==> src/sv/wpd_pkg.sv <==
package wpd_pkg;

  localparam int MAX_CHANNELS_DEF = 8;

  // canonical header layout, offsets of the last byte of each field
  localparam logic [5:0] HDR_LEN      = 6'd44;
  localparam logic [5:0] OFF_CHANNELS = 6'd23;
  localparam logic [5:0] OFF_RATE     = 6'd27;
  localparam logic [5:0] OFF_BITS     = 6'd35;
  localparam logic [5:0] OFF_DSIZE    = 6'd43;

  // quotient of (data length * 8) has 35 bits
  localparam int          DIV_STEPS = 35;
  localparam logic [5:0]  DIV_LAST  = 6'(DIV_STEPS - 1);

  localparam logic KIND_HEADER = 1'b0;
  localparam logic KIND_SAMPLE = 1'b1;

  localparam logic [2:0] NB_ONE = 3'd1;
  localparam logic [2:0] NB_TWO = 3'd2;

  typedef enum logic [1:0] {
    ST_IDLE,
    ST_DIV,
    ST_EMIT
  } wpd_state_t;

  typedef struct packed {
    logic accept_en;
    logic take;
    logic div_init;
    logic div_step;
    logic hdr_emit;
  } wpd_cmd_t;

  typedef struct packed {
    logic hdr_end;
    logic div_last;
    logic out_free;
  } wpd_status_t;

endpackage

==> src/sv/wpd_ctrl.sv <==
module wpd_ctrl (
  input  logic                clk,
  input  logic                rst_n,
  input  logic                in_tvalid,
  input  wpd_pkg::wpd_status_t status,
  output wpd_pkg::wpd_cmd_t    cmd
);
  import wpd_pkg::*;

  wpd_state_t state_r, state_nxt;

  always_ff @(posedge clk) begin
    if (!rst_n) begin
      state_r <= ST_IDLE;
    end else begin
      state_r <= state_nxt;
    end
  end

  always_comb begin
    state_nxt = state_r;
    cmd       = '0;
    unique case (state_r)
      ST_IDLE: begin
        cmd.accept_en = status.out_free;
        cmd.take      = status.out_free && in_tvalid;
        cmd.div_init  = cmd.take && status.hdr_end;
        if (cmd.div_init) begin
          state_nxt = ST_DIV;
        end
      end
      ST_DIV: begin
        cmd.div_step = 1'b1;
        if (status.div_last) begin
          state_nxt = ST_EMIT;
        end
      end
      ST_EMIT: begin
        cmd.hdr_emit = status.out_free;
        if (status.out_free) begin
          state_nxt = ST_IDLE;
        end
      end
      default: begin
        state_nxt = ST_IDLE;
      end
    endcase
  end

endmodule

==> src/sv/wpd_datapath.sv <==
module wpd_datapath #(
  parameter int MAX_CHANNELS = wpd_pkg::MAX_CHANNELS_DEF
) (
  input  logic                 clk,
  input  logic                 rst_n,
  input  logic [7:0]           data_byte,
  input  logic                 start_of_file,
  input  wpd_pkg::wpd_cmd_t    cmd,
  output wpd_pkg::wpd_status_t status,
  input  logic                 out_tready,
  output logic                 out_valid,
  output logic                 out_kind,
  output logic                 out_last,
  output logic [103:0]         out_data
);
  import wpd_pkg::*;

  localparam int CH_W = (MAX_CHANNELS > 1) ? $clog2(MAX_CHANNELS) : 1;

  // parse state
  logic [5:0]            off_r;
  logic [31:0]           fa_r;
  logic [15:0]           ch_r;
  logic [15:0]           bits_r;
  logic [31:0]           rate_r;
  logic [31:0]           frames_left_r;
  logic [1:0]            bis_r;
  logic [CH_W-1:0]       chc_r;
  logic                  active_r;

  // divider
  logic [34:0]           quo_r;
  logic [31:0]           rem_r;
  logic [31:0]           divisor_r;
  logic [5:0]            div_cnt_r;

  // output register
  logic                  out_valid_r;
  logic                  out_kind_r;
  logic                  out_last_r;
  logic signed [31:0]    out_sample_r;
  logic [2:0]            out_chan_r;
  logic [31:0]           out_rate_r;
  logic [31:0]           out_frames_r;
  logic                  out_fmt_ok_r;

  logic [5:0]            off_eff;
  logic [31:0]           fa_eff;
  logic [31:0]           fa_nxt;
  logic [2:0]            nbytes;
  logic                  need_more;
  logic                  sample_done;
  logic                  frame_end;
  logic [31:0]           sample_val;
  logic [15:0]           chc_ext;
  logic [32:0]           rem_sh;
  logic                  rem_ge;
  logic [31:0]           frames_calc;
  logic                  fmt_ok;

  assign off_eff = start_of_file ? 6'd0 : off_r;
  assign fa_eff  = start_of_file ? 32'd0 : fa_r;
  assign fa_nxt  = {data_byte, fa_eff[31:8]};

  assign nbytes      = bits_r[5:3];
  assign need_more   = (3'(bis_r) + 3'd1) < nbytes;
  assign sample_done = (off_eff == HDR_LEN) && active_r && !need_more;
  assign chc_ext     = 16'(chc_r);
  assign frame_end   = (chc_ext + 16'd1) >= ch_r;

  always_comb begin
    case (nbytes)
      // 8-bit pcm is offset binary
      NB_ONE:  sample_val = {{24{~fa_nxt[31]}}, ~fa_nxt[31], fa_nxt[30:24]};
      NB_TWO:  sample_val = {{16{fa_nxt[31]}}, fa_nxt[31:16]};
      default: sample_val = fa_nxt;
    endcase
  end

  // restoring division, one quotient bit per cycle
  assign rem_sh = {rem_r, quo_r[34]};
  assign rem_ge = rem_sh >= {1'b0, divisor_r};

  always_comb begin
    if (divisor_r == 32'd0) begin
      frames_calc = 32'd0;
    end else if (quo_r[34:32] != 3'd0) begin
      frames_calc = 32'hFFFF_FFFF;
    end else begin
      frames_calc = quo_r[31:0];
    end
  end

  assign fmt_ok = (ch_r >= 16'd1) && (ch_r <= 16'(MAX_CHANNELS)) &&
                  ((bits_r == 16'd8) || (bits_r == 16'd16) || (bits_r == 16'd32));

  assign status.hdr_end  = (off_eff == OFF_DSIZE);
  assign status.div_last = (div_cnt_r == DIV_LAST);
  assign status.out_free = !out_valid_r || out_tready;

  always_ff @(posedge clk) begin
    if (!rst_n) begin
      off_r         <= '0;
      fa_r          <= '0;
      ch_r          <= '0;
      bits_r        <= '0;
      rate_r        <= '0;
      frames_left_r <= '0;
      bis_r         <= '0;
      chc_r         <= '0;
      active_r      <= 1'b0;
      div_cnt_r     <= '0;
    end else begin
      if (cmd.take) begin
        fa_r <= fa_nxt;
        if (start_of_file) begin
          ch_r          <= '0;
          bits_r        <= '0;
          rate_r        <= '0;
          frames_left_r <= '0;
          bis_r         <= '0;
          chc_r         <= '0;
          active_r      <= 1'b0;
        end
        if (off_eff < HDR_LEN) begin
          off_r <= off_eff + 6'd1;
          case (off_eff)
            OFF_CHANNELS: ch_r   <= fa_nxt[31:16];
            OFF_RATE:     rate_r <= fa_nxt;
            OFF_BITS:     bits_r <= fa_nxt[31:16];
            default: ;
          endcase
        end else if (active_r) begin
          if (need_more) begin
            bis_r <= bis_r + 2'd1;
          end else begin
            bis_r <= '0;
            if (frame_end) begin
              chc_r         <= '0;
              frames_left_r <= frames_left_r - 32'd1;
              if (frames_left_r == 32'd1) begin
                active_r <= 1'b0;
              end
            end else begin
              chc_r <= chc_r + CH_W'(1);
            end
          end
        end
      end
      if (cmd.div_init) begin
        div_cnt_r <= '0;
      end else if (cmd.div_step) begin
        div_cnt_r <= div_cnt_r + 6'd1;
      end
      if (cmd.hdr_emit) begin
        frames_left_r <= frames_calc;
        bis_r         <= '0;
        chc_r         <= '0;
        active_r      <= fmt_ok && (frames_calc != 32'd0);
      end
    end
  end

  // divider datapath
  always_ff @(posedge clk) begin
    if (cmd.div_init) begin
      quo_r     <= {fa_nxt, 3'b000};
      rem_r     <= '0;
      divisor_r <= {16'd0, ch_r} * {16'd0, bits_r};
    end else if (cmd.div_step) begin
      quo_r <= {quo_r[33:0], rem_ge};
      rem_r <= rem_ge ? 32'(rem_sh - {1'b0, divisor_r}) : rem_sh[31:0];
    end
  end

  always_ff @(posedge clk) begin
    if (!rst_n) begin
      out_valid_r <= 1'b0;
    end else if ((cmd.take && sample_done) || cmd.hdr_emit) begin
      out_valid_r <= 1'b1;
    end else if (out_tready) begin
      out_valid_r <= 1'b0;
    end
  end

  always_ff @(posedge clk) begin
    if (cmd.take && sample_done) begin
      out_kind_r   <= KIND_SAMPLE;
      out_sample_r <= sample_val;
      out_chan_r   <= chc_ext[2:0];
      out_rate_r   <= '0;
      out_frames_r <= '0;
      out_fmt_ok_r <= 1'b1;
      out_last_r   <= frame_end && (frames_left_r == 32'd1);
    end else if (cmd.hdr_emit) begin
      out_kind_r   <= KIND_HEADER;
      out_sample_r <= '0;
      out_chan_r   <= '0;
      out_rate_r   <= rate_r;
      out_frames_r <= frames_calc;
      out_fmt_ok_r <= fmt_ok;
      out_last_r   <= 1'b0;
    end
  end

  assign out_valid = out_valid_r;
  assign out_kind  = out_kind_r;
  assign out_last  = out_last_r;
  assign out_data  = {4'd0, out_fmt_ok_r, out_frames_r, out_rate_r, out_chan_r, out_sample_r};

endmodule

==> src/sv/wav_pcm_stream_decoder.sv <==
// Streaming WAV decoder. Bytes of a file with the canonical 44-byte PCM header
// enter one per transaction; in_tuser marks offset 0 and restarts the parse at
// any point. Header and data bytes are taken one per cycle while the output
// register is free. After header byte 43 the input stalls for the bit-serial
// divide that yields the frame count floor(8*data length/(channels*bits)) and,
// once the output register is free, for the header result (kind 0). Then each
// complete sample of 8, 16 or 32 bits gives one result (kind 1) per channel per
// frame, tlast on the final one. A single output register sits between the
// sides, so a stalled out_tready holds the input only while a result is pending.
module wav_pcm_stream_decoder #(
  parameter int MAX_CHANNELS = wpd_pkg::MAX_CHANNELS_DEF
) (
  input  logic         clk,
  input  logic         rst_n,
  input  logic         in_tvalid,
  output logic         in_tready,
  input  logic [7:0]   in_tdata,   // [7:0] data_byte
  input  logic         in_tuser,   // [0] start_of_file
  output logic         out_tvalid,
  input  logic         out_tready,
  // [31:0] sample_value, [34:32] channel, [66:35] rate_hz,
  // [98:67] frame_count, [99] format_ok, [103:100] zero
  output logic [103:0] out_tdata,
  output logic         out_tuser,  // [0] kind
  output logic         out_tlast
);
  import wpd_pkg::*;

  wpd_cmd_t    cmd;
  wpd_status_t status;

  wpd_ctrl u_ctrl (
    .clk       (clk),
    .rst_n     (rst_n),
    .in_tvalid (in_tvalid),
    .status    (status),
    .cmd       (cmd)
  );

  wpd_datapath #(
    .MAX_CHANNELS (MAX_CHANNELS)
  ) u_datapath (
    .clk           (clk),
    .rst_n         (rst_n),
    .data_byte     (in_tdata),
    .start_of_file (in_tuser),
    .cmd           (cmd),
    .status        (status),
    .out_tready    (out_tready),
    .out_valid     (out_tvalid),
    .out_kind      (out_tuser),
    .out_last      (out_tlast),
    .out_data      (out_tdata)
  );

  assign in_tready = cmd.accept_en;

endmodule
==> config.mk <==
export PLATFORM = sky130hd
export DESIGN_NAME = wav_pcm_stream_decoder
export DESIGN_NICKNAME = d
export VERILOG_FILES = /design/src/sv/wpd_pkg.sv /design/src/sv/wpd_ctrl.sv /design/src/sv/wpd_datapath.sv /design/src/sv/wav_pcm_stream_decoder.sv
export SDC_FILE = /design/constraint.sdc
export NUM_CORES = 1
export LEC_CHECK = 0
export BUFFER_PORTS_ARGS = -buffer_cell sky130_fd_sc_hd__clkbuf_2
export CORE_MARGIN = 2
export CORE_UTILIZATION = 55
export CTS_BUF_LIST = sky130_fd_sc_hd__clkbuf_8
export CTS_CLUSTER_DIAMETER = 150
export CTS_CLUSTER_SIZE = 20
export DETAILED_ROUTE_END_ITERATION = 8
export PLACE_DENSITY = 0.73
export SKIP_LAST_GASP = 1
export SLEW_MARGIN = 20
export SYNTH_ARGS = -nofsm -noshare
export SYNTH_HDL_FRONTEND = slang
export SYNTH_SLANG_ARGS = --single-unit
==> constraint.sdc <==
create_clock -name clk -period 9.73 [get_ports clk]
set_input_delay 1.946 -clock clk [delete_from_list [all_inputs] [get_ports clk]]
set_output_delay 1.946 -clock clk [all_outputs]
set_load 0.05 [all_outputs]
* After elaboration in Yosys (flattened, before gate mapping) *
Index checks and enable logic that the tools add are counted.

storage, ports and cells
  register bits = 350
  input bits = 13
  output and inout port bits = 108
  logic and storage cells = 140

cells by class
  add/sub/neg operators = 8
  multipliers = 1
  $lt $le $gt $ge = 6
  equal/unequal tests = 17
  multiplexer cells = 56
  bitwise operators = 2
  reduce and logical (&&, ||, !) cells = 27

operators by type and width
  cell                                                                count
  two-way mux 32 bit                                                  16
  two-way mux 16 bit                                                  6
  two-way mux 35 bit                                                  2
  one-hot mux 32 bit (2 select lines)                                 1
  greater-or-equal comparator 33 x 32 -> 1 bit                        1
  equality test 32 x 1 -> 1 bit, second input constant                1
  logical NOT 32 bit                                                  1
  multiplier 16 x 16 -> 32 bit                                        1
  nonzero test 32 bit                                                 1
  subtractor 32 x 1 -> 32 bit, second input constant                  1
  subtractor 32 bit                                                   1
  equality test 6 bit, second input constant                          4
  two-way mux 3 bit                                                   8
  equality test 16 x 4 -> 1 bit, second input constant                1
  equality test 16 x 5 -> 1 bit, second input constant                1
  equality test 16 x 6 -> 1 bit, second input constant                1
  greater-or-equal comparator 16 x 1 -> 1 bit, second input constant  1
  greater-or-equal comparator 16 bit                                  1
  <= comparator 16 x 4 -> 1 bit, second input constant                1
  two-way mux 1 bit                                                   14
  two-way mux 2 bit                                                   7
  adder 6 x 1 -> 6 bit, second input constant                         2
  equality test 6 x 5 -> 1 bit, second input constant                 2
  logical AND 1 bit                                                   9
  23 further kinds                                                    33

* Logic depth before layout (Yosys ltp) *
Gate-level depths: netlist (run 1).

  word-level depth = 8
  gate-level depth with buffers = 23
  mapped depth without buffers = 23

* By module *
Synthesis (run 1) repeated with hierarchy kept, for this count alone.

unflattened totals
  cells, all modules = 2,879
  area, all modules = 25,100.3 um^2

by module, submodules not included
  module        times used  cells an instance  area each (um^2)  seq. area each (um^2)
  wpd_datapath  1           2,866              24,966.4          7,807.5
  wpd_ctrl      1           13                 133.9             40.0

* Least setup slack after synthesis (run 1) *
No wires, ideal clock.

  path kind = input-to-reg
  from = input in_tuser
  to = register u_datapath.quo_r[10], enable pin
  setup time = 0.387 ns
  data arrival time = 7.145 ns
  required time = 9.343 ns
  setup slack = 2.198 ns
  cell stages on the path = 12
  buffers on the path = 4
  cells stage by stage = clkbuf_1 -> clkbuf_1 -> clkbuf_1 -> nor2b_1 -> ha_1 -> nand2b_1 -> nor3b_1 -> nand4_1 -> nor3_1 -> nor2_1 -> clkbuf_1 -> inv_1

RTL lines
  item                    RTL line                      source
  start: declaration      wav_pcm_stream_decoder.sv:18  input logic in_tuser,
  end signal: assignment  wpd_datapath.sv:167           quo_r <= {fa_nxt, 3'b000};
  end signal: assignment  wpd_datapath.sv:171           quo_r <= {quo_r[33:0], rem_ge};
  end: declaration        wpd_datapath.sv:32            logic [34:0] quo_r;

* Worst setup path after layout (run 1) *
  from = register u_datapath.ch_r[11]
  to = register u_datapath.divisor_r[30], data pin

between the ends
  word-level cells in the longest chain between the ends = 1

ends and longest elaborated chain
  item                          RTL line             source
  start: declaration            wpd_datapath.sv:23   logic [15:0] ch_r;
  start signal: assignment      wpd_datapath.sv:128  OFF_CHANNELS: ch_r <= fa_nxt[31:16];
  multiplier 16 x 16 -> 32 bit  wpd_datapath.sv:169  divisor_r <= {16'd0, ch_r} * {16'd0, bits_r};
  end signal: assignment        wpd_datapath.sv:169
  end: declaration              wpd_datapath.sv:34   logic [31:0] divisor_r;

No other way between the ends.
A chain may end at the register's enable or synchronous reset.

==> run metrics, run 1 <==
Arr. time, crit path 7.19 ns; Synth Flop Type dfxtp_1; Worst path max stage delay 0.91 ns; I/O Buffers 116; R2R depth 19; total of max-cap violations 0; Core ar. 0.0443 sq mm; Post-Syn Area per Cell 8.83 sq um; Max Clock Skew 0.0385 ns; FF-to-FF End u_datapath.divisor_r[30]; largest net degree at the start of global routing 95; Leakage 11.4 nW; R2R Setup Slk 2.93 ns; slack of the critical path 2.93 ns; CP Cell Sequence nand2_1 > fa_1 > fa_1 > inv_1 > fa_1 > fa_1 > fa_1 > inv_1 > fa_1 > inv_1 > ha_1 > a21o_1 > a211o_1 > a311oi_1 > a21oi_1 > a221o_1 > a221o_1 > a21oi_1 > xnor2_1; fill cell count 3965; Yosys cell types 85; Sequential Area 0.00785 sq mm; grt total ovfl 0; area of the multi-input gates 0.0151 sq mm; hold_sp u_datapath.out_frames_r[21]; vias per cell 5.96; I/O Pins 121; die width 216 microns; Critical Path RT 10.12 ns; commonest cells after routing, fill and taps aside nand2_1, inv_1, dfxtp_1; #FFs+latches synth 342; Area after DPL 0.0256 sq mm; final worst-path cycle share 69.9%; CTS sink cnt 342; Worst Hold Class reg -> reg; Fmax achieved 0.147 GHz; DR DRC count 0; final hold violation count 0; Seq/Total Area, Yosys 31.7%; pre-CTS setup slack 2.94 ns; Period minus WS final 6.80 ns; CTS H-Tree Depth 1; DR WL/cell 19.6 microns; CTS max path bufs 3; final setup fails 0; EDFF count, synth 100; gpl congestion 0.940; worst path buffer plus inverter count 3; CP top delay family adder cells; fin. max-slew vios 0; number of global-route vias before repair 19818; most common cell after layout, fill and taps aside nand2_1; WS Path Type reg -> reg; antenna violations before repair 0; relative slew slack 32.5%; CTS resizes 0; DP Wirelength 49300 microns; Routed Antenna Nets 0; DRT iter0 DRCs 1841; Cell Pwr Density 86.7 mW/mm^2; Starting Density 55.8%; TritonCTS clock tree built; Rows 77; ys async rst share 0%; RSZ-0062 raised after global routing false; die height 216 microns; area grow syn2layout 4.87%; Num CTS Buffers 21; Hold Buf Count CTS 0; reg-to-reg startpoint u_datapath.ch_r[11]; global-route wire length before repair 107000 microns; share of cells above drive strength 1 7.17%; final layout net count 3148; CP endpoint kind register; CTS clk-pin slew, worst paths 0.14 ns; hold endpoint u_datapath.out_frames_r[21]; Tightest Pin Transition 1.01 ns; vias post-DR 20239; Hold Crit Depth 2; Die ar. 0.0467 sq mm; Util after Layout 58.5%; Post-Synthesis Cells 2799; YS warnings 0; outcome finished clean; all-layer global routing usage 28.3%; Slowest cell on crit path dfxtp_1; highest net fanout along the worst path 18; Root Driver clkbuf_8; post-CTS setup buffers 0; Skew-Pair Late Insertion Delay 0.61 ns; final setup TNS 0 ns; Worst IR Drop VDD 0.000124 V; Crit path top cell by count fa_1; drt first pass iters 6; design area 0.0259 sq mm; final wirelength 66700 microns; crit start category register; Synth Cell Area 0.0247 sq mm
per-stage QoR:
step	std cells	total power, mW	hold WS [ns]
2_1_floorplan	2802	1.58	0.432
3_3_place_gp	3359	1.60	0.429
3_5_place_dp	3359	1.60	0.434
4_1_cts	3394	2.26	0.453
5_1_grt	3394	2.32	0.469
6_report	3395	2.25	0.449
layer usage:
layer	GRT usage (%)	routed length, microns	vias to the layer above
li1	-	-	9372
met1	40.9	29100	9930
met2	45.3	30600	819
met3	3.99	5460	118
met4	6.53	1470	0
met5	0	0	-
logic make-up (layout without fill, tap and decap cells):
family,after synthesis,in the layout,share of synthesized area (%)
AO/OA/AOI/OAI,577,577,15.1
buffers and inverters,465,465,7.34
adder cells (fa/ha/maj),345,345,23.4
multiplexers,41,41,1.66
other,1,5,0.0152
XOR/XNOR,59,59,2.09
flip-flops,342,342,31.7
AND/OR/NAND/NOR,969,969,18.7
worst reg2reg max path, cell delays in order (launching register included):
cell and delay [ns]:
dfxtp_1 0.91, nand2_1 0.17, fa_1 0.52, fa_1 0.51, inv_1 0.05, fa_1 0.47, fa_1 0.52, fa_1 0.55
inv_1 0.07, fa_1 0.56, inv_1 0.05, ha_1 0.35, a21o_1 0.18, a211o_1 0.31, a311oi_1 0.24, a21oi_1 0.18
a221o_1 0.39, a221o_1 0.30, a21oi_1 0.18, xnor2_1 0.08
final cells by class:
cell class / instances / share of cell area, %
flip-flops and latches: 342 / 30.3
clock inverters: 14 / 0.265
repair buffers: 141 / 2.96
clock buffers: 21 / 1.11
well taps: 592 / 2.86
inverters: 289 / 4.19
diodes: 1 / 0.00965
multi-input cells: 1995 / 58.3
sequential cells by signal, indices dropped and copies added, names as in the netlist, 24 cells and up:
name and count:
u_datapath.out_rate_r 32, u_datapath.out_frames_r 32, u_datapath.frames_left_r 32, u_datapath.quo_r 35, u_datapath.divisor_r 32, u_datapath.rem_r 32
u_datapath.fa_r 24, u_datapath.out_sample_r 32, u_datapath.rate_r 32
worst max path at each step:
stage               cells past startpoint                  from  slack, ns                  endpoint
finish                                 19   u_datapath.ch_r[11]       2.93  u_datapath.divisor_r[30]
global route                           19  u_datapath.bits_r[9]       2.66  u_datapath.divisor_r[30]
CTS                                    19    u_datapath.ch_r[7]       2.92  u_datapath.divisor_r[30]
detailed placement                     19    u_datapath.ch_r[7]       2.94  u_datapath.divisor_r[30]
global placement                       19    u_datapath.ch_r[7]       3.10  u_datapath.divisor_r[30]
floorplan                              12              in_tuser       2.20      u_datapath.quo_r[10]
where the power goes:
group | switching, mW | internal, mW | total [mW] | leakage (nW)
logic | 0.0804 | 0.0194 | 0.0998 | 8.32
clock network | 0.467 | 0.209 | 0.676 | 0.230
registers | 0.00706 | 1.47 | 1.47 | 2.80
synthesized netlist by cell type (11+ instances only):
library cell,n,area share [%]
nor2b_1,25,0.63
o21ai_1,29,0.59
nor4_1,28,0.71
a211oi_1,11,0.33
inv_1,288,4.4
nand2_1,420,6.4
buf_2,17,0.34
a22oi_1,74,2.2
a22o_1,38,1.3
a31oi_1,20,0.51
a21o_1,54,1.6
nand3_1,32,0.65
dfxtp_1,242,20
and3_1,16,0.40
o21bai_1,12,0.36
ha_1,150,7.6
clkbuf_1,142,2.2
xor2_1,21,0.74
o21ai_0,74,1.5
mux2i_1,41,1.7
and2_1,126,3.2
nand4_1,29,0.73
nand2b_1,33,0.84
nor3_1,34,0.69
nor2_1,171,2.6
edfxtp_1,100,12
a21oi_1,185,3.7
xnor2_1,38,1.3
fa_1,195,16
(Power assumes the default switching activity.)
==> inputs of run 2 (changes only) <==
--- a/config.mk
+++ b/config.mk
@@ -12,7 +12,7 @@
 export CTS_CLUSTER_DIAMETER = 150
 export CTS_CLUSTER_SIZE = 20
 export DETAILED_ROUTE_END_ITERATION = 8
-export PLACE_DENSITY = 0.73
+export PLACE_DENSITY = 0.76
 export SKIP_LAST_GASP = 1
 export SLEW_MARGIN = 20
 export SYNTH_ARGS = -nofsm -noshare
==> constraint.sdc (replaced) <==
create_clock -name clk -period 6.2 [get_ports clk]
set_input_delay 1.24 -clock clk [delete_from_list [all_inputs] [get_ports clk]]
set_output_delay 1.24 -clock clk [all_outputs]
set_load 0.05 [all_outputs]
==> run 2 against run 1 <==
  * Hold slack worse by 0.0028 ns
  * Wire length is 2.1% higher
  * Die area stayed put
  * Power is 58% higher
  * Critical path depth is 2 higher
  * Clock skew is 0.0069 ns higher
  * Worst setup slack worse by 2.8 ns
  * Maximum frequency is 12% higher
  * Sequential power is 57% higher
  * Critical path type unchanged
  * Largest power group unchanged
  * Highest routed layer unchanged
==> run metrics, run 2 (synthesis gave the netlist of run 1 again) <==
Non-Filler Instances 3500 (was 3395); antenna violations before repair 1 (was 0); Starting Density 55.8% (unchanged); Reg with most FFs u_datapath.quo_r (unchanged); largest net degree at the start of global routing 91 (was 95); DR WL/cell 19.4 microns (was 19.6 microns); Cells after DPL 3436 (was 3359); Critical Path RT 6.64 ns (was 10.12 ns); Max Clock Skew 0.0454 ns (was 0.0385 ns); outcome finished clean (unchanged); die width 216 microns (unchanged); Core ar. 0.0443 sq mm (unchanged); global-route wire length before repair 107000 microns (about the same); final hold violation count 0 (unchanged); Worst path max stage delay 0.53 ns (was 0.91 ns); Period minus WS final 6.09 ns (was 6.80 ns); fill cell count 3763 (was 3965); Hold Crit Depth 2 (unchanged); DP Wirelength 50600 microns (was 49300 microns); I/O Pins 121 (unchanged); crit start category register (unchanged); relative slew slack 32.0% (was 32.5%); WS Path Type reg -> reg (unchanged); Skew-Pair Late Insertion Delay 0.63 ns (was 0.61 ns); CP Launch Point u_datapath.bits_r[5] (was u_datapath.ch_r[11]); max reg flops 35 (unchanged); drt first pass iters 6 (unchanged); all-layer global routing usage 28.3% (about the same); Cell Pwr Density 131 mW/mm^2 (was 86.7 mW/mm^2); DRT iter0 DRCs 1953 (was 1841); hold_sp u_datapath.out_frames_r[7] (was u_datapath.out_frames_r[21]); commonest cells after routing, fill and taps aside nand2_1, inv_1, dfxtp_1 (unchanged); grt total ovfl 0 (unchanged); Fmax achieved 0.164 GHz (was 0.147 GHz); Root Driver clkbuf_8 (unchanged); CP Cell Sequence buf_6 > and2_1 > fa_1 > inv_1 > fa_1 > fa_1 > inv_1 > fa_1 > fa_1 > inv_1 > fa_1 > inv_1 > ha_4 > a21o_1 > a21o_1 > a21oi_2 > a211oi_2 > o311a_1 > o21ai_2 > or4b_4 > o211ai_2 (was nand2_1 > fa_1 > fa_1 > inv_1 > fa_1 > fa_1 > fa_1 > inv_1 > fa_1 > inv_1 > ha_1 > a21o_1 > a211o_1 > a311oi_1 > a21oi_1 > a221o_1 > a221o_1 > a21oi_1 > xnor2_1); highest net fanout along the worst path 7 (was 18); Util after Layout 61.2% (was 58.5%); I/O Buffers 116 (unchanged); final setup TNS 0 ns (unchanged); worst path buffer plus inverter count 5 (was 3); slack of the critical path 0.115 ns (was 2.93 ns); pre-CTS setup slack -0.152 ns (was 2.94 ns); FF-to-FF End u_datapath.divisor_r[29] (was u_datapath.divisor_r[30]); number of global-route vias before repair 20245 (was 19818); most common cell after layout, fill and taps aside nand2_1 (unchanged); fin. max-slew vios 0 (unchanged); Tightest Pin Transition 1.02 ns (was 1.01 ns); Tot Pwr 3.54 mW (was 2.25 mW); Routed Antenna Nets 0 (unchanged); Hold Buf Count CTS 0 (unchanged); final wirelength 68000 microns (was 66700 microns); area grow syn2layout 9.71% (was 4.87%); gpl congestion 0.957 (was 0.940); Rows 77 (unchanged); R2R Setup Slk 0.11 ns (was 2.93 ns); Worst IR Drop VDD 0.000176 V (was 0.000124 V); Arr. time, crit path 6.53 ns (was 7.19 ns); total of max-cap violations 0 (unchanged); final setup fails 0 (unchanged); DR DRC count 0 (unchanged); CTS H-Tree Depth 1 (unchanged); CTS max path bufs 3 (unchanged); Worst Hold Class reg -> reg (unchanged); share of cells above drive strength 1 13.5% (was 7.17%); final layout net count 3253 (was 3148); vias post-DR 20911 (was 20239); CP endpoint kind register (unchanged); Die ar. 0.0467 sq mm (unchanged); Num CTS Buffers 21 (unchanged); die height 216 microns (unchanged); CTS sink cnt 342 (unchanged); CTS clk-pin slew, worst paths 0.13 ns (was 0.14 ns); vias per cell 5.97 (was 5.96); R2R depth 21 (was 19); CP top delay family adder cells (unchanged); Slowest cell on crit path fa_1 (was dfxtp_1); hold endpoint u_datapath.out_frames_r[7] (was u_datapath.out_frames_r[21]); Leakage 11.9 nW (was 11.4 nW); Crit path top cell by count fa_1 (unchanged); RSZ-0062 raised after global routing true (was false); final worst-path cycle share 98.2% (was 69.9%); TritonCTS clock tree built (unchanged); reg-to-reg startpoint u_datapath.bits_r[5] (was u_datapath.ch_r[11])
## run 2: changes by cell type in the layout (fill, tap and decap cells not counted), sizes merged
| cell | change |
|---|---|
| inv | -1 |
| clkbuf | +1 |
| buf | +105 |
## run 2: worst max-delay path by stage
| stage | end | slack (ns) | cells after the start |
|---|---|---|---|
| after floorplan | u_datapath.divisor_r[30] | 0.003 | 19 |
| after global placement | u_datapath.divisor_r[30] | -0.03 | 19 |
| after detailed placement | u_datapath.divisor_r[30] | -0.15 | 18 |
| after CTS | u_datapath.divisor_r[30] | 0.002 | 19 |
| after global routing | u_datapath.divisor_r[29] | -0.07 | 20 |
| final | u_datapath.divisor_r[29] | 0.11 | 21 |
## run 2: area by class of cell
type	instances	area [sq um]	area share, %
Clock inverter	13	61.3	0.226
Inverter	289	1090	4.00
Multi-Input combinational cell	1995	15400	56.7
Tap cell	592	741	2.73
Sequential cell	342	7930	29.2
Timing Repair Buffer	246	1610	5.94
Clock buffer	22	303	1.12
Antenna cell	1	2.50	0.00923
## run 2: routing by layer
metal  track usage, %  wire [microns]  up-vias
li1                 -               -     9598
met1             39.3           28600    10231
met2             45.4           31700      911
met3             4.26            5320      171
met4             9.43            2350        0
met5                0               0        -
## run 2: what timing repair did
| action | CTS | global route |
|---|---|---|
| setup buffers | 9 | 19 |
| pin swaps | 11 | 81 |
| resized for setup | 43 | 83 |
| hold endpoints to repair | 0 | 0 |
| endpoints found under the setup margin | 4 | 6 |
| gates cloned | 0 | 0 |
## run 2: worst min-delay path: stages (launching register included)
cell,delay [ns]
dfxtp_1,0.33
nand2_1,0.05
nand2_1,0.04
## run 2: metrics by stage
step / cell area [sq um] / hold slack (ns)
after floorplan: 24800 / 0.432
after global placement: 26200 / 0.432
after detailed placement: 26200 / 0.435
after CTS: 26700 / 0.452
after global routing: 27100 / 0.462
final: 27100 / 0.446
## run 2: report_power, final
group | switching (mW) | internal, mW | total, mW
Clock | 0.741 | 0.338 | 1.08
Sequential | 0.0117 | 2.29 | 2.31
Combinational | 0.129 | 0.0310 | 0.160
==> inputs of run 3 (changes only) <==
--- a/config.mk
+++ b/config.mk
@@ -12,7 +12,7 @@
 export CTS_CLUSTER_DIAMETER = 150
 export CTS_CLUSTER_SIZE = 20
 export DETAILED_ROUTE_END_ITERATION = 8
-export PLACE_DENSITY = 0.76
+export PLACE_DENSITY = 0.74
 export SKIP_LAST_GASP = 1
 export SLEW_MARGIN = 20
 export SYNTH_ARGS = -nofsm -noshare
==> run 3 against run 2 <==
  * Utilization shrank 0.49 points
  * Sequential cell count is the same
  * Final area shrank 0.79%
  * Power shrank 0.56%
  * Hold slack lost 0.0044 ns
  * Global-route usage shrank 0.091 points
  * Largest power group unchanged
  * Final cell count shrank 0.51%
==> run metrics, run 3 (synthesis gave the netlist of run 1 again) <==
Tot Pwr 3.52 mW (was 3.54 mW); total of max-cap violations 0 (unchanged); switching power total 861 uW (was 881 uW); share of cells above drive strength 1 12.3% (was 13.5%); max reg flops 35 (unchanged); final setup TNS 0 ns (unchanged); drt first pass iters 6 (unchanged); Core ar. 0.0443 sq mm (unchanged); Arr. time, crit path 6.47 ns (was 6.53 ns); worst path buffer plus inverter count 6 (was 5); final setup fails 0 (unchanged); die height 216 microns (unchanged); WS Path Type reg -> reg (unchanged); Critical Path RT 6.57 ns (was 6.64 ns); Max Clock Skew 0.0698 ns (was 0.0454 ns); R2R depth 21 (unchanged); Fmax achieved 0.164 GHz (about the same); CTS sink cnt 342 (unchanged); number of global-route vias before repair 20176 (was 20245); Root Driver clkbuf_8 (unchanged); clock network power share 30.1% (was 30.4%); CP endpoint kind register (unchanged); Period minus WS final 6.10 ns (was 6.09 ns); Worst path max stage delay 0.54 ns (was 0.53 ns); Rows 77 (unchanged); hold endpoint u_datapath.out_rate_r[9] (was u_datapath.out_frames_r[7]); FF-to-FF End u_datapath.divisor_r[31] (was u_datapath.divisor_r[29]); global-route wire length before repair 107000 microns (about the same); Combinational Power Share 4.5% (about the same); I/O Buffers 116 (unchanged); hold_sp u_datapath.rate_r[9] (was u_datapath.out_frames_r[7]); Worst Hold Class reg -> reg (unchanged); fin. max-slew vios 0 (unchanged); Slowest cell on crit path fa_2 (was fa_1); CP Cell Sequence buf_6 > and2_1 > fa_1 > inv_1 > fa_1 > fa_2 > inv_1 > fa_1 > fa_1 > inv_1 > fa_1 > inv_1 > ha_4 > and4_4 > o211ai_1 > a211oi_2 > o311a_1 > buf_4 > nand2_1 > a32oi_1 > xnor2_1 (was buf_6 > and2_1 > fa_1 > inv_1 > fa_1 > fa_1 > inv_1 > fa_1 > fa_1 > inv_1 > fa_1 > inv_1 > ha_4 > a21o_1 > a21o_1 > a21oi_2 > a211oi_2 > o311a_1 > o21ai_2 > or4b_4 > o211ai_2); Hold Buf Count CTS 0 (unchanged); I/O Pins 121 (unchanged); P_int 2.66 mW (about the same); final worst-path cycle share 98.4% (was 98.2%); DP Wirelength 50300 microns (was 50600 microns); DR DRC count 0 (unchanged); most common cell after layout, fill and taps aside nand2_1 (unchanged); gpl congestion 0.963 (was 0.957); vias per cell 5.90 (was 5.97); fill cell count 3819 (was 3763); commonest cells after routing, fill and taps aside nand2_1, inv_1, dfxtp_1 (unchanged); Worst IR Drop VDD 0.000191 V (was 0.000176 V); TritonCTS clock tree built (unchanged); Crit path top cell by count fa_1 (unchanged); DR WL/cell 19.2 microns (was 19.4 microns); DRT iter0 DRCs 1930 (was 1953); vias post-DR 20557 (was 20911); CP top delay family adder cells (unchanged); largest net degree at the start of global routing 90 (was 91); CTS H-Tree Depth 1 (unchanged); Reg power frac 65.4% (was 65.1%); final hold violation count 0 (unchanged); all-layer global routing usage 28.2% (was 28.3%); final layout net count 3235 (was 3253); reg-to-reg startpoint u_datapath.bits_r[5] (unchanged); Util after Layout 60.7% (was 61.2%); Hold Crit Depth 2 (unchanged); final wirelength 66900 microns (was 68000 microns); Tightest Pin Transition 0.961 ns (was 1.02 ns); RSZ-0062 raised after global routing true (unchanged); Routed Antenna Nets 0 (unchanged); Cell Pwr Density 131 mW/mm^2 (about the same); Reg with most FFs u_datapath.quo_r (unchanged); Leakage 11.8 nW (was 11.9 nW); area grow syn2layout 8.84% (was 9.71%); R2R Setup Slk 0.1 ns (was 0.11 ns); Starting Density 55.8% (unchanged); grt total ovfl 0 (unchanged); relative slew slack 35.6% (was 32.0%); highest net fanout along the worst path 8 (was 7); Num CTS Buffers 21 (unchanged); antenna violations before repair 1 (unchanged); die width 216 microns (unchanged); CTS max path bufs 3 (unchanged); Skew-Pair Late Insertion Delay 0.62 ns (was 0.63 ns); Die ar. 0.0467 sq mm (unchanged); switch share 24.4% (was 24.9%); outcome finished clean (unchanged); CTS clk-pin slew, worst paths 0.12 ns (was 0.13 ns); crit start category register (unchanged)
[run 3: cell types whose count changed in the layout (fill, tap and decap cells not counted), sizes merged]
| cell | delta |
|---|---|
| buf | -18 |
[run 3: worst max-delay path by stage]
stage	startpoint	end	slack (ns)	depth (start not counted)
floorplan	u_datapath.bits_r[14]	u_datapath.divisor_r[30]	0.003	19
global placement	u_datapath.ch_r[12]	u_datapath.divisor_r[29]	-0.01	20
detailed placement	u_datapath.ch_r[9]	u_datapath.divisor_r[30]	-0.15	19
CTS	u_datapath.ch_r[7]	u_datapath.divisor_r[30]	-0.005	21
global route	u_datapath.bits_r[5]	u_datapath.divisor_r[31]	-0.05	21
finish	u_datapath.bits_r[5]	u_datapath.divisor_r[31]	0.1	21
[run 3: what timing repair did]
item	4_1_cts	5_1_grt
pin swaps	0	59
hold endpoints to repair	0	0
gates resized for setup	20	86
endpoints found under the setup margin	2	5
buffers inserted	1	12
[run 3: per-stage QoR]
stage                     instance area [sq um]  cells  hold WS [ns]  setup slack, ns
after floorplan                           24800   2802         0.432          0.00316
after global placement                    26100   3433         0.432          -0.0128
after detailed placement                  26100   3433         0.434           -0.152
after CTS                                 26600   3469         0.437         -0.00492
after global routing                      26900   3482         0.456          -0.0516
final                                     26900   3482         0.442           0.0977
[run 3: worst reg2reg max path: stages, from the launching register on]
cell	delay [ns]
dfxtp_4	0.41
buf_6	0.15
and2_1	0.18
fa_1	0.52
inv_1	0.06
fa_1	0.49
fa_2	0.54
inv_1	0.05
fa_1	0.50
fa_1	0.54
inv_1	0.05
fa_1	0.52
inv_1	0.06
ha_4	0.30
and4_4	0.24
o211ai_1	0.14
a211oi_2	0.36
o311a_1	0.27
buf_4	0.13
nand2_1	0.04
a32oi_1	0.20
xnor2_1	0.13
[run 3: layout make-up]
type / instances / area [sq um] / area share (%)
well taps: 592 / 741 / 2.75
diodes: 1 / 2.50 / 0.00930
clock inverters: 13 / 61.3 / 0.228
inverters: 289 / 1090 / 4.04
flip-flops and latches: 342 / 7930 / 29.5
clock buffers: 22 / 303 / 1.13
repair buffers: 228 / 1450 / 5.37
multi-input cells: 1995 / 15300 / 57.0
[run 3: power by group through the flow]
| stage | logic (mW) | registers (mW) | clock network (mW) |
|---|---|---|---|
| 2_1_floorplan | 0.0740 | 2.40 | 0 |
| 6_report | 0.157 | 2.30 | 1.06 |
| 5_1_grt | 0.166 | 2.31 | 1.15 |
| 4_1_cts | 0.155 | 2.31 | 1.08 |
| 3_3_place_gp | 0.153 | 2.36 | 0 |
| 3_5_place_dp | 0.155 | 2.36 | 0 |
[run 3: metal layers]
layer  GRT usage (%)  routed length, microns
met1            40.2                   29000
met4            7.60                    1860
met5               0                       0
met2            45.9                   31000
met3            2.99                    4980
